## config.mk

```make
export PLATFORM = sky130hd
export DESIGN_NAME = record_block_counter
export DESIGN_NICKNAME = d
export VERILOG_FILES = /design/src/hdl/rbc_pkg.sv /design/src/hdl/rbc_div.sv /design/src/hdl/rbc_dp.sv /design/src/hdl/rbc_ctrl.sv /design/src/hdl/record_block_counter.sv
export SDC_FILE = /design/constraint.sdc
export NUM_CORES = 2
export LEC_CHECK = 0
export BUFFER_PORTS_ARGS = -buffer_cell sky130_fd_sc_hd__clkbuf_2
export CAP_MARGIN = 20
export CORE_MARGIN = 2
export CORE_UTILIZATION = 40
export CTS_BUF_LIST = sky130_fd_sc_hd__clkbuf_16
export CTS_CLUSTER_SIZE = 28
export DETAILED_ROUTE_END_ITERATION = 12
export PLACE_DENSITY_LB_ADDON = 0.15
export SYNTH_ARGS = -nofsm -noshare
export SYNTH_HDL_FRONTEND = slang
export SYNTH_SLANG_ARGS = --single-unit
export TNS_END_PERCENT = 5
```

## constraint.sdc

```tcl
create_clock -name clk -period 17.8 [get_ports clk]
set_input_delay 5.34 -clock clk [delete_from_list [all_inputs] [get_ports clk]]
set_output_delay 5.34 -clock clk [all_outputs]
set_load 0.05 [all_outputs]
```

## src/hdl/rbc_pkg.sv

```systemverilog
// Shared types, constants and helper functions of the record block counter.
package rbc_pkg;

	localparam int COUNT_WIDTH = 24;
	localparam int DIV_W       = COUNT_WIDTH + 2;
	localparam int DCNT_W      = $clog2(DIV_W + 1);
	localparam int BLK_W       = 15;
	localparam int MUL_W       = 2 * BLK_W + 1;
	localparam int OUT_W       = 24;
	localparam int OP_W        = 2;
	localparam int BYTE_W      = 8;
	localparam int IN_TW       = 16;
	localparam int OUT_TW      = 64;
	localparam int OUT_PAD     = OUT_TW - 2 * OUT_W - BLK_W;
	localparam int CFG_IDX_W   = 2;

	localparam logic [COUNT_WIDTH-1:0] COUNT_MAX = '1;
	localparam logic [OUT_W-1:0]       OUT_MAX   = '1;
	localparam logic [BYTE_W-1:0]      LINE_FEED = 8'h0A;
	localparam logic [BLK_W-1:0]       HDR_BYTES = 15'd4;

	localparam logic              RST_FORMAT = 1'b0;
	localparam logic [BLK_W-1:0]  RST_BLOCK  = 15'd3120;
	localparam logic [BLK_W-1:0]  RST_RECLEN = 15'd80;

	typedef enum logic [OP_W-1:0] {
		OP_FOLD  = 2'd0,
		OP_CLEAR = 2'd1,
		OP_QUERY = 2'd2,
		OP_RSVD  = 2'd3
	} op_t;

	typedef enum logic [CFG_IDX_W-1:0] {
		REG_FORMAT     = 2'd0,
		REG_BLOCK_SIZE = 2'd1,
		REG_RECORD_LEN = 2'd2
	} cfg_reg_t;

	typedef enum logic [3:0] {
		CMD_NONE,
		CMD_EXEC,
		CMD_F_PB,
		CMD_F_OR,
		CMD_F_RC,
		CMD_F_TB,
		CMD_V_K,
		CMD_V_F,
		CMD_V_M,
		CMD_V_D,
		CMD_MUL,
		CMD_OPEN,
		CMD_V_LAST,
		CMD_FIN,
		CMD_DONE
	} cmd_t;

	typedef enum logic [4:0] {
		ST_IDLE,
		ST_EXEC,
		ST_F_PB,
		ST_F_OR,
		ST_F_RC,
		ST_F_TB,
		ST_F_MUL,
		ST_F_OPEN,
		ST_V_K,
		ST_V_F,
		ST_V_SEL,
		ST_V_M,
		ST_V_D,
		ST_V_MUL,
		ST_V_OPEN,
		ST_V_LAST,
		ST_FIN,
		ST_DONE
	} state_t;

	typedef struct packed {
		cmd_t cmd;
		logic div_start;
		logic in_ready;
	} ctrl_cmd_t;

	typedef struct packed {
		op_t  op;
		logic is_lf;
		logic line_zero;
		logic fmt_var;
		logic fix_ok;
		logic var_ok;
		logic div_busy;
		logic div_done;
		logic k_le_f;
		logic out_free;
	} dp_sts_t;

	function automatic logic [COUNT_WIDTH-1:0] sat_add(input logic [COUNT_WIDTH-1:0] a,
			input logic [DIV_W-1:0] b);
		logic [DIV_W:0] s;
		s = (DIV_W + 1)'(a) + (DIV_W + 1)'(b);
		return (s > (DIV_W + 1)'(COUNT_MAX)) ? COUNT_MAX : s[COUNT_WIDTH-1:0];
	endfunction

	function automatic logic [OUT_W-1:0] clamp_out(input logic [COUNT_WIDTH-1:0] v);
		logic [32:0] w;
		w = 33'(v);
		return (w > 33'(OUT_MAX)) ? OUT_MAX : w[OUT_W-1:0];
	endfunction

endpackage

```

## src/hdl/rbc_div.sv

```systemverilog
// Restoring divider, one quotient bit per cycle.
module rbc_div (
	input  logic                       clk,
	input  logic                       arst_n,
	input  logic                       start,
	input  logic [rbc_pkg::DIV_W-1:0]  dividend,
	input  logic [rbc_pkg::BLK_W-1:0]  divisor,
	output logic                       busy,
	output logic                       done,
	output logic [rbc_pkg::DIV_W-1:0]  quotient,
	output logic [rbc_pkg::BLK_W-1:0]  remainder
);
	import rbc_pkg::*;

	logic [DIV_W-1:0]  quo_q;
	logic [BLK_W:0]    rem_q;
	logic [BLK_W-1:0]  dvs_q;
	logic [DCNT_W-1:0] cnt_q;
	logic              busy_q;
	logic              done_q;
	logic [BLK_W:0]    trial;
	logic              ge;

	assign trial = {rem_q[BLK_W-1:0], quo_q[DIV_W-1]};
	assign ge    = trial >= {1'b0, dvs_q};

	always_ff @(posedge clk or negedge arst_n) begin
		if (!arst_n) begin
			busy_q <= 1'b0;
			done_q <= 1'b0;
			cnt_q  <= '0;
		end else begin
			done_q <= 1'b0;
			if (start) begin
				busy_q <= 1'b1;
				cnt_q  <= DCNT_W'(DIV_W);
			end else if (busy_q) begin
				cnt_q <= cnt_q - DCNT_W'(1);
				if (cnt_q == DCNT_W'(1)) begin
					busy_q <= 1'b0;
					done_q <= 1'b1;
				end
			end
		end
	end

	always_ff @(posedge clk) begin
		if (start) begin
			quo_q <= dividend;
			rem_q <= '0;
			dvs_q <= divisor;
		end else if (busy_q) begin
			quo_q <= {quo_q[DIV_W-2:0], ge};
			rem_q <= ge ? (trial - {1'b0, dvs_q}) : trial;
		end
	end

	assign busy      = busy_q;
	assign done      = done_q;
	assign quotient  = quo_q;
	assign remainder = rem_q[BLK_W-1:0];

endmodule

```

## src/hdl/rbc_dp.sv

```systemverilog
// Datapath: settings, committed estimate, placement scratch registers, output register.
module rbc_dp (
	input  logic                          clk,
	input  logic                          arst_n,
	input  rbc_pkg::ctrl_cmd_t            cmd,
	output rbc_pkg::dp_sts_t              sts,
	input  logic                          s_tvalid,
	input  logic [rbc_pkg::IN_TW-1:0]     s_tdata,
	input  logic                          m_tready,
	output logic                          m_tvalid,
	output logic [rbc_pkg::OUT_TW-1:0]    m_tdata,
	input  logic                          cfg_valid,
	input  logic [rbc_pkg::CFG_IDX_W-1:0] cfg_index,
	input  logic [rbc_pkg::BLK_W-1:0]     cfg_data
);
	import rbc_pkg::*;

	logic                   fmt_q;
	logic [BLK_W-1:0]       bs_q;
	logic [BLK_W-1:0]       rl_q;
	op_t                    op_q;
	logic [BYTE_W-1:0]      byte_q;
	logic [COUNT_WIDTH-1:0] line_q;
	logic [COUNT_WIDTH-1:0] full_q;
	logic [BLK_W-1:0]       open_q;
	logic [COUNT_WIDTH-1:0] full_w_q;
	logic [BLK_W-1:0]       open_w_q;
	logic [BLK_W-1:0]       pb_q;
	logic [DIV_W-1:0]       t_q;
	logic [COUNT_WIDTH-1:0] k_q;
	logic [BLK_W-1:0]       rem_q;
	logic [BLK_W-1:0]       f_q;
	logic [BLK_W-1:0]       m_q;
	logic [BLK_W-1:0]       r_q;
	logic [MUL_W-1:0]       prod_q;
	logic                   out_valid_q;
	logic [OUT_TW-1:0]      out_data_q;

	logic                   in_accept;
	logic                   is_lf;
	logic                   line_zero;
	logic                   k_le_f;
	logic                   out_free;
	logic                   out_load;
	logic [BLK_W-1:0]       room;
	logic [DIV_W-1:0]       div_dvd;
	logic [BLK_W-1:0]       div_dvs;
	logic                   div_busy;
	logic                   div_done;
	logic [DIV_W-1:0]       div_quo;
	logic [BLK_W-1:0]       div_rem;
	logic [BLK_W:0]         mul_a;
	logic [BLK_W-1:0]       vl_rec;
	logic                   vl_over;
	logic                   need_last;
	logic [COUNT_WIDTH-1:0] full_sel;
	logic [BLK_W-1:0]       open_sel;
	logic [COUNT_WIDTH-1:0] tot;

	assign in_accept = s_tvalid && cmd.in_ready;
	assign is_lf     = byte_q == LINE_FEED;
	assign line_zero = line_q == '0;
	assign k_le_f    = k_q <= COUNT_WIDTH'(f_q);
	assign out_free  = !out_valid_q || m_tready;
	assign out_load  = (cmd.cmd == CMD_DONE) && out_free;
	assign room      = (open_w_q > bs_q) ? '0 : (bs_q - open_w_q);
	assign need_last = line_zero || (rem_q != '0);
	assign vl_rec    = HDR_BYTES + rem_q;
	assign vl_over   = ((BLK_W + 2)'(open_w_q) + (BLK_W + 2)'(vl_rec)) > (BLK_W + 2)'(bs_q);

	always_comb begin
		sts.op        = op_q;
		sts.is_lf     = is_lf;
		sts.line_zero = line_zero;
		sts.fmt_var   = fmt_q;
		sts.fix_ok    = (rl_q != '0) && (bs_q >= rl_q);
		sts.var_ok    = (rl_q > HDR_BYTES) && (bs_q >= HDR_BYTES)
			&& (((BLK_W + 1)'(rl_q) + (BLK_W + 1)'(HDR_BYTES)) <= (BLK_W + 1)'(bs_q));
		sts.div_busy  = div_busy;
		sts.div_done  = div_done;
		sts.k_le_f    = k_le_f;
		sts.out_free  = out_free;
	end

	// divider operand select per placement step
	always_comb begin
		div_dvd = '0;
		div_dvs = rl_q;
		unique case (cmd.cmd)
			CMD_F_PB: div_dvd = DIV_W'(bs_q);
			CMD_F_OR: div_dvd = DIV_W'(open_w_q);
			CMD_F_RC: div_dvd = line_zero ? '0
				: (DIV_W'(line_q) + DIV_W'(rl_q) - DIV_W'(1));
			CMD_F_TB: begin
				div_dvd = t_q;
				div_dvs = pb_q;
			end
			CMD_V_K: begin
				div_dvd = DIV_W'(line_q);
				div_dvs = rl_q - HDR_BYTES;
			end
			CMD_V_F: div_dvd = DIV_W'(room);
			CMD_V_M: div_dvd = DIV_W'(bs_q - HDR_BYTES);
			CMD_V_D: begin
				div_dvd = DIV_W'(k_q - COUNT_WIDTH'(f_q) - COUNT_WIDTH'(1));
				div_dvs = m_q;
			end
			default: ;
		endcase
	end

	always_comb begin
		if (!fmt_q)
			mul_a = {1'b0, r_q};
		else if (k_le_f)
			mul_a = {1'b0, k_q[BLK_W-1:0]};
		else
			mul_a = {1'b0, r_q} + (BLK_W + 1)'(1);
	end

	always_comb begin
		full_sel = (op_q == OP_QUERY) ? full_w_q : full_q;
		open_sel = (op_q == OP_QUERY) ? open_w_q : open_q;
		tot      = sat_add(full_sel, DIV_W'(open_sel != '0));
	end

	rbc_div u_div (
		.clk       (clk),
		.arst_n    (arst_n),
		.start     (cmd.div_start),
		.dividend  (div_dvd),
		.divisor   (div_dvs),
		.busy      (div_busy),
		.done      (div_done),
		.quotient  (div_quo),
		.remainder (div_rem)
	);

	always_ff @(posedge clk or negedge arst_n) begin
		if (!arst_n) begin
			fmt_q       <= RST_FORMAT;
			bs_q        <= RST_BLOCK;
			rl_q        <= RST_RECLEN;
			line_q      <= '0;
			full_q      <= '0;
			open_q      <= '0;
			out_valid_q <= 1'b0;
		end else begin
			if (cfg_valid) begin
				unique case (cfg_reg_t'(cfg_index))
					REG_FORMAT:     fmt_q <= cfg_data[0];
					REG_BLOCK_SIZE: bs_q  <= cfg_data;
					REG_RECORD_LEN: rl_q  <= cfg_data;
					default: ;
				endcase
			end
			if (cmd.cmd == CMD_EXEC) begin
				if (op_q == OP_FOLD && !is_lf) begin
					line_q <= sat_add(line_q, DIV_W'(1));
				end else if (op_q == OP_CLEAR) begin
					line_q <= '0;
					full_q <= '0;
					open_q <= '0;
				end
			end
			// a query leaves the committed estimate alone
			if (cmd.cmd == CMD_FIN && op_q == OP_FOLD) begin
				full_q <= full_w_q;
				open_q <= open_w_q;
				line_q <= '0;
			end
			if (out_load)
				out_valid_q <= 1'b1;
			else if (m_tready)
				out_valid_q <= 1'b0;
		end
	end

	always_ff @(posedge clk) begin
		if (in_accept) begin
			op_q   <= op_t'(s_tdata[OP_W-1:0]);
			byte_q <= s_tdata[OP_W+BYTE_W-1:OP_W];
		end
		if (out_load)
			out_data_q <= {{OUT_PAD{1'b0}}, clamp_out(line_q), open_q, clamp_out(tot)};
		unique case (cmd.cmd)
			CMD_EXEC: begin
				full_w_q <= full_q;
				open_w_q <= open_q;
			end
			CMD_F_PB: if (div_done) pb_q <= div_quo[BLK_W-1:0];
			CMD_F_OR: if (div_done) t_q <= div_quo;
			CMD_F_RC: if (div_done) t_q <= t_q + (line_zero ? DIV_W'(1) : div_quo);
			CMD_F_TB: begin
				if (div_done) begin
					full_w_q <= sat_add(full_w_q, div_quo);
					r_q      <= div_rem;
				end
			end
			CMD_V_K: begin
				if (div_done) begin
					k_q      <= div_quo[COUNT_WIDTH-1:0];
					rem_q    <= div_rem;
					open_w_q <= (open_w_q == '0) ? HDR_BYTES : open_w_q;
				end
			end
			CMD_V_F: if (div_done) f_q <= div_quo[BLK_W-1:0];
			CMD_V_M: if (div_done) m_q <= div_quo[BLK_W-1:0];
			CMD_V_D: begin
				// blocks opened past the current one, last one partly filled
				if (div_done) begin
					full_w_q <= sat_add(full_w_q, div_quo + DIV_W'(1));
					r_q      <= div_rem;
				end
			end
			CMD_MUL: prod_q <= MUL_W'(mul_a) * MUL_W'(rl_q);
			CMD_OPEN: begin
				if (!fmt_q)
					open_w_q <= prod_q[BLK_W-1:0];
				else
					open_w_q <= (k_le_f ? open_w_q : HDR_BYTES) + prod_q[BLK_W-1:0];
			end
			CMD_V_LAST: begin
				// short tail record, or the lone header of an empty line
				if (need_last) begin
					if (vl_over) begin
						full_w_q <= sat_add(full_w_q, DIV_W'(1));
						open_w_q <= HDR_BYTES + vl_rec;
					end else begin
						open_w_q <= open_w_q + vl_rec;
					end
				end
			end
			default: ;
		endcase
	end

	assign m_tvalid = out_valid_q;
	assign m_tdata  = out_data_q;

endmodule

```

## src/hdl/rbc_ctrl.sv

```systemverilog
// Controller: sequences the placement steps and the shared divider.
module rbc_ctrl (
	input  logic                clk,
	input  logic                arst_n,
	input  logic                s_tvalid,
	input  rbc_pkg::dp_sts_t    sts,
	output rbc_pkg::ctrl_cmd_t  cmd
);
	import rbc_pkg::*;

	state_t state_q;
	state_t state_d;
	logic   div_state;
	logic   place;

	always_ff @(posedge clk or negedge arst_n) begin
		if (!arst_n)
			state_q <= ST_IDLE;
		else
			state_q <= state_d;
	end

	assign place = (sts.op == OP_FOLD && sts.is_lf) || (sts.op == OP_QUERY && !sts.line_zero);

	always_comb begin
		state_d = state_q;
		unique case (state_q)
			ST_IDLE:   if (s_tvalid) state_d = ST_EXEC;
			ST_EXEC: begin
				if (!place)
					state_d = ST_DONE;
				else if (sts.fmt_var)
					state_d = sts.var_ok ? ST_V_K : ST_FIN;
				else
					state_d = sts.fix_ok ? ST_F_PB : ST_FIN;
			end
			ST_F_PB:   if (sts.div_done) state_d = ST_F_OR;
			ST_F_OR:   if (sts.div_done) state_d = ST_F_RC;
			ST_F_RC:   if (sts.div_done) state_d = ST_F_TB;
			ST_F_TB:   if (sts.div_done) state_d = ST_F_MUL;
			ST_F_MUL:  state_d = ST_F_OPEN;
			ST_F_OPEN: state_d = ST_FIN;
			ST_V_K:    if (sts.div_done) state_d = ST_V_F;
			ST_V_F:    if (sts.div_done) state_d = ST_V_SEL;
			ST_V_SEL:  state_d = sts.k_le_f ? ST_V_MUL : ST_V_M;
			ST_V_M:    if (sts.div_done) state_d = ST_V_D;
			ST_V_D:    if (sts.div_done) state_d = ST_V_MUL;
			ST_V_MUL:  state_d = ST_V_OPEN;
			ST_V_OPEN: state_d = ST_V_LAST;
			ST_V_LAST: state_d = ST_FIN;
			ST_FIN:    state_d = ST_DONE;
			ST_DONE:   if (sts.out_free) state_d = ST_IDLE;
			default:   state_d = ST_IDLE;
		endcase
	end

	assign div_state = (state_q == ST_F_PB) || (state_q == ST_F_OR) || (state_q == ST_F_RC)
		|| (state_q == ST_F_TB) || (state_q == ST_V_K) || (state_q == ST_V_F)
		|| (state_q == ST_V_M) || (state_q == ST_V_D);

	always_comb begin
		cmd.in_ready  = 1'b0;
		cmd.div_start = div_state && !sts.div_busy && !sts.div_done;
		unique case (state_q)
			ST_IDLE: begin
				cmd.cmd      = CMD_NONE;
				cmd.in_ready = 1'b1;
			end
			ST_EXEC:   cmd.cmd = CMD_EXEC;
			ST_F_PB:   cmd.cmd = CMD_F_PB;
			ST_F_OR:   cmd.cmd = CMD_F_OR;
			ST_F_RC:   cmd.cmd = CMD_F_RC;
			ST_F_TB:   cmd.cmd = CMD_F_TB;
			ST_F_MUL:  cmd.cmd = CMD_MUL;
			ST_F_OPEN: cmd.cmd = CMD_OPEN;
			ST_V_K:    cmd.cmd = CMD_V_K;
			ST_V_F:    cmd.cmd = CMD_V_F;
			ST_V_SEL:  cmd.cmd = CMD_NONE;
			ST_V_M:    cmd.cmd = CMD_V_M;
			ST_V_D:    cmd.cmd = CMD_V_D;
			ST_V_MUL:  cmd.cmd = CMD_MUL;
			ST_V_OPEN: cmd.cmd = CMD_OPEN;
			ST_V_LAST: cmd.cmd = CMD_V_LAST;
			ST_FIN:    cmd.cmd = CMD_FIN;
			ST_DONE:   cmd.cmd = CMD_DONE;
			default:   cmd.cmd = CMD_NONE;
		endcase
	end

endmodule

```

## src/hdl/record_block_counter.sv

```systemverilog
// Top level of the record block counter: controller plus datapath.
//
//  channel  | dir | handshake          | payload
//  s_*      | in  | s_tvalid/s_tready  | s_tdata: opcode, data_byte
//  m_*      | out | m_tvalid/m_tready  | m_tdata: total_blocks, partial_block_bytes,
//           |     |                    |          pending_line_chars
//  cfg_*    | in  | cfg_valid/cfg_ready| cfg_index, cfg_data
//
// One beat at a time. A plain byte, clear or idle query passes through idle, execute and
// result load before the next accept. A line end (or a query with a pending line)
// runs the placement through one shared radix-2 divider of COUNT_WIDTH+2 bits: four
// divisions in fixed format, two or four in variable format, with control steps between.
// Reset clears the estimate and loads the default settings; no clearing pass.
// The result register lets the next beat in while a result waits; a stalled
// m_tready holds the block only when the next result is ready to load.
module record_block_counter (
	input  logic                          clk,
	input  logic                          arst_n,
	input  logic                          s_tvalid,
	output logic                          s_tready,
	input  logic [rbc_pkg::IN_TW-1:0]     s_tdata,   // [1:0] opcode, [9:2] data_byte
	output logic                          m_tvalid,
	input  logic                          m_tready,
	output logic [rbc_pkg::OUT_TW-1:0]    m_tdata,   // [23:0] total_blocks,
	                                                 // [38:24] partial_block_bytes,
	                                                 // [62:39] pending_line_chars
	input  logic                          cfg_valid,
	output logic                          cfg_ready,
	input  logic [rbc_pkg::CFG_IDX_W-1:0] cfg_index,
	input  logic [rbc_pkg::BLK_W-1:0]     cfg_data
);
	import rbc_pkg::*;

	ctrl_cmd_t cmd;
	dp_sts_t   sts;

	assign s_tready  = cmd.in_ready;
	assign cfg_ready = 1'b1;

	rbc_ctrl u_ctrl (
		.clk      (clk),
		.arst_n   (arst_n),
		.s_tvalid (s_tvalid),
		.sts      (sts),
		.cmd      (cmd)
	);

	rbc_dp u_dp (
		.clk       (clk),
		.arst_n    (arst_n),
		.cmd       (cmd),
		.sts       (sts),
		.s_tvalid  (s_tvalid),
		.s_tdata   (s_tdata),
		.m_tready  (m_tready),
		.m_tvalid  (m_tvalid),
		.m_tdata   (m_tdata),
		.cfg_valid (cfg_valid),
		.cfg_index (cfg_index),
		.cfg_data  (cfg_data)
	);

endmodule

```

==> reports/qor.yml <==
syn_area_per_cell_um2: 9.10
ys_warn_count: 0
syn_to_final_growth_pct: 10.1
tightest_slew_ns: 1.20
synth-async-reset-ratio: 0.258
synth-seq-cells: 415
place_area_um2: 36500
synth_nets: 4205
power.internal_mw: 3.87
outcome: "complete, no violations"
sw_frac_of_total: 0.465
diodes: 0
seqPwrFrac: 0.276
ys_types: 101
dieHeight_um: 299
rows: 108
cts.sinks: 415
slowest_delay_ns: 0.89
vdd_drop_max_uv: 195
multi_input_area_um2: 21400
dp_slack_ns: 8.57
grt_pass1_vias: 28300
cts.root.buffer_cell: "clkbuf_16"
skew_ns: 0.0306
yosysSeqAreaShare: 0.339
min_path_type: "flip-flop to flip-flop"
fin_tns_setup_ns: 0
cts_tree: "done"
finalPower_mw: 7.24
drc: 0
r2r_setup_slack_ns: 8.43
yosys.area.top_type_share: 0.253
routed_wl_mm: 118
fin_crit_ns: 9.37
netlist_instances: 3818
fmax_mhz: 107
fin_crit_sh: 0.526
dp_cells: 4956
setup_ws_ns: 8.43
drv_cap: 0
share_comb_of_total_power: 0.568
crit_required_ns: 18.18
cts_resized: 0
synth.cell_area_um2: 34800
ctsHoldBuffers: 0
clk_path_buf_depth: 3
ys.flop_type: "edfxtp_1"
endpoint_kind: "flip-flop"
slew_headroom: 0.197
drt_first_iter_violations: 2543
p_leak_nw: 15.8
synth.largest_area_cell: "edfxtp_1"
fin_area_um2: 38300
crit_arrival_ns: 9.75
regArea_um2: 11800
vias: 29500
drive_gt1_frac: 0.0837
power_switching_mw: 3.37
dp_hpwl_mm: 88.1
grt_pass1_wl_mm: 178
final_nets: 4241
cts_buffers: 51
power_per_cell_area_nw_per_um2: 189
overflow: 0
insertion_delay_ns: 0.65
yosysMostFrequentCell: "nand2_1"
dieArea_um2: 89300
final_max_slew_viol_count: 0
wire_per_inst_um: 23.4
gp_congestion: 0.960
track_usage: 0.261
power_frac_clock: 0.156
antenna_found_initial: 2
die_x_um: 299
ys_top_cells_by_area: "edfxtp_1 (25%), ha_1 (9.8%), dfrtp_1 (7.3%), xnor2_1 (5.1%), fa_1 (4.4%)"
grt_max_degree: 64
path_clk_slew_ns: 0.07
fillers: 8539
critPathMaxFanout: 17
io_pins: 105
hold_viol_final: 0
synth_common_cells: "nand2_1 (339), nor2_1 (302), edfxtp_1 (293)"
port_buffers: 96
final_cells: 5052
coreArea_um2: 86500
initial_utilization: 0.402
synth_edf_count: 293
finalSetupViolations: 0
cp_slowest_cell: "a22oi_1"
h-tree-depth: 2
dr.pass1.iters: 7
critPathKind: "flip-flop to flip-flop"
post_drt_via_cell_ratio: 5.84
worst_setup_path_start_kind: "flip-flop"
cts_setup_buffers: 0
grt_setup_unrepaired: "no"
ant_nets: 0
-- logic make-up after synthesis --
family | count (synthesis) | synth area share
AO/OA/AOI/OAI | 946 | 0.180
adder cells (fa/ha/maj) | 349 | 0.142
other | 2 | 0.000216
AND/OR/NAND/NOR | 1245 | 0.175
multiplexers | 111 | 0.0335
XOR/XNOR | 317 | 0.0819
buffers and inverters | 433 | 0.0480
flip-flops | 415 | 0.339
-- sequential cells by signal, indices dropped and copies added, names as in the netlist, 24 cells and up --
register	flops
u_dp.t_q	26
u_dp.m_tdata	63
u_dp.u_div.quotient	26
u_dp.full_q	24
u_dp.k_q	24
u_dp.full_w_q	24
u_dp.line_q	24
-- per-layer routing --
layer | global-route usage | wire length (um)
met1 | 0.351 | 51800
met2 | 0.433 | 55700
met3 | 0.0332 | 6460
met4 | 0.0890 | 4110
met5 | 0 | 27
-- stage by stage --
step / hold slack (ns) / utilization
after global placement: 0.471 / 0.422
after detailed placement: 0.472 / 0.422
after floorplan: 0.423 / -
after CTS: 0.480 / 0.443
final: 0.483 / 0.443
after global routing: 0.528 / 0.443
-- power groups by stage --
stage | logic [mW] | clock network (mW) | registers (mW)
floorplan | 3.07 | 0 | 1.88
global placement | 4.08 | 0 | 2.00
detailed placement | 4.09 | 0 | 2.00
CTS | 4.13 | 1.15 | 1.99
global route | 4.60 | 1.18 | 2.02
finish | 4.11 | 1.13 | 2.00
-- area by class of cell --
type	instances	share of cell area
multi-input combinational	2970	0.558
sequential	415	0.308
tap	1155	0.0378
clock buffer	54	0.0353
inverter	264	0.0259
timing repair buffer	152	0.0236
clock inverter	42	0.0115
-- path summary, 6_finish.rpt --
| kind | start | endpoint | cells after the start |
|---|---|---|---|
| worst max-delay path | u_dp.k_q[10] | u_dp.prod_q[14] | 28 |
| worst min-delay path | u_dp.u_div.cnt_q[4] | u_dp.u_div.done | 1 |
| worst max register to register | u_dp.k_q[10] | u_dp.prod_q[14] | 28 |
| worst min register to register | u_dp.u_div.cnt_q[4] | u_dp.u_div.done | 1 |
| max in group asynchronous | arst_n | u_dp.full_q[7] | 2 |
| min in group asynchronous | arst_n | u_dp.rl_q[5] | 1 |
-- worst max-delay path, delay by kind of cell (launching register included) --
| kind | cells | cell delay (ns) |
|---|---|---|
| AOI/OAI and AO/OA | 9 | 2.80 |
| xor gates and xnor gates | 1 | 0.40 |
| adders and majority gates | 8 | 3.21 |
| buffers and inverters | 4 | 0.45 |
| DFF | 1 | 0.49 |
| and+or+nand+nor | 6 | 1.73 |
-- cells in the final DEF, fill, tap and decap left out, types with 13 or more instances in the layout --
cell type / synthesis / routed
nand2_1: 339 / 339
nor2_1: 302 / 300
edfxtp_1: 293 / 293
ha_1: 272 / 272
inv_1: 264 / 269
o21ai_0: 244 / 243
xnor2_1: 201 / 201
a21oi_1: 189 / 189
nand3_1: 128 / 128
xor2_1: 111 / 111
dfrtp_1: 101 / 101
clkbuf_2: 2 / 95
nor3_1: 97 / 93
fa_1: 77 / 77
mux2i_1: 72 / 72
a21o_1: 66 / 66
and2_1: 63 / 63
buf_4: 3 / 57
nor2b_1: 57 / 56
clkbuf_16: 0 / 54
a22o_1: 51 / 51
nand4_1: 46 / 46
a31oi_1: 45 / 45
and3_1: 43 / 43
mux2_2: 38 / 38
nor4_1: 38 / 37
o21a_1: 37 / 37
nand2b_1: 36 / 35
a22oi_1: 29 / 29
or3_1: 29 / 29
o21bai_1: 27 / 27
a221oi_1: 26 / 26
a211oi_1: 23 / 23
o211ai_1: 18 / 18
o221ai_1: 19 / 18
o31ai_1: 16 / 16
o22ai_1: 15 / 15
dfxtp_1: 15 / 15
o21ai_1: 14 / 14
o2111ai_1: 13 / 13
(Power assumes the default switching activity.)
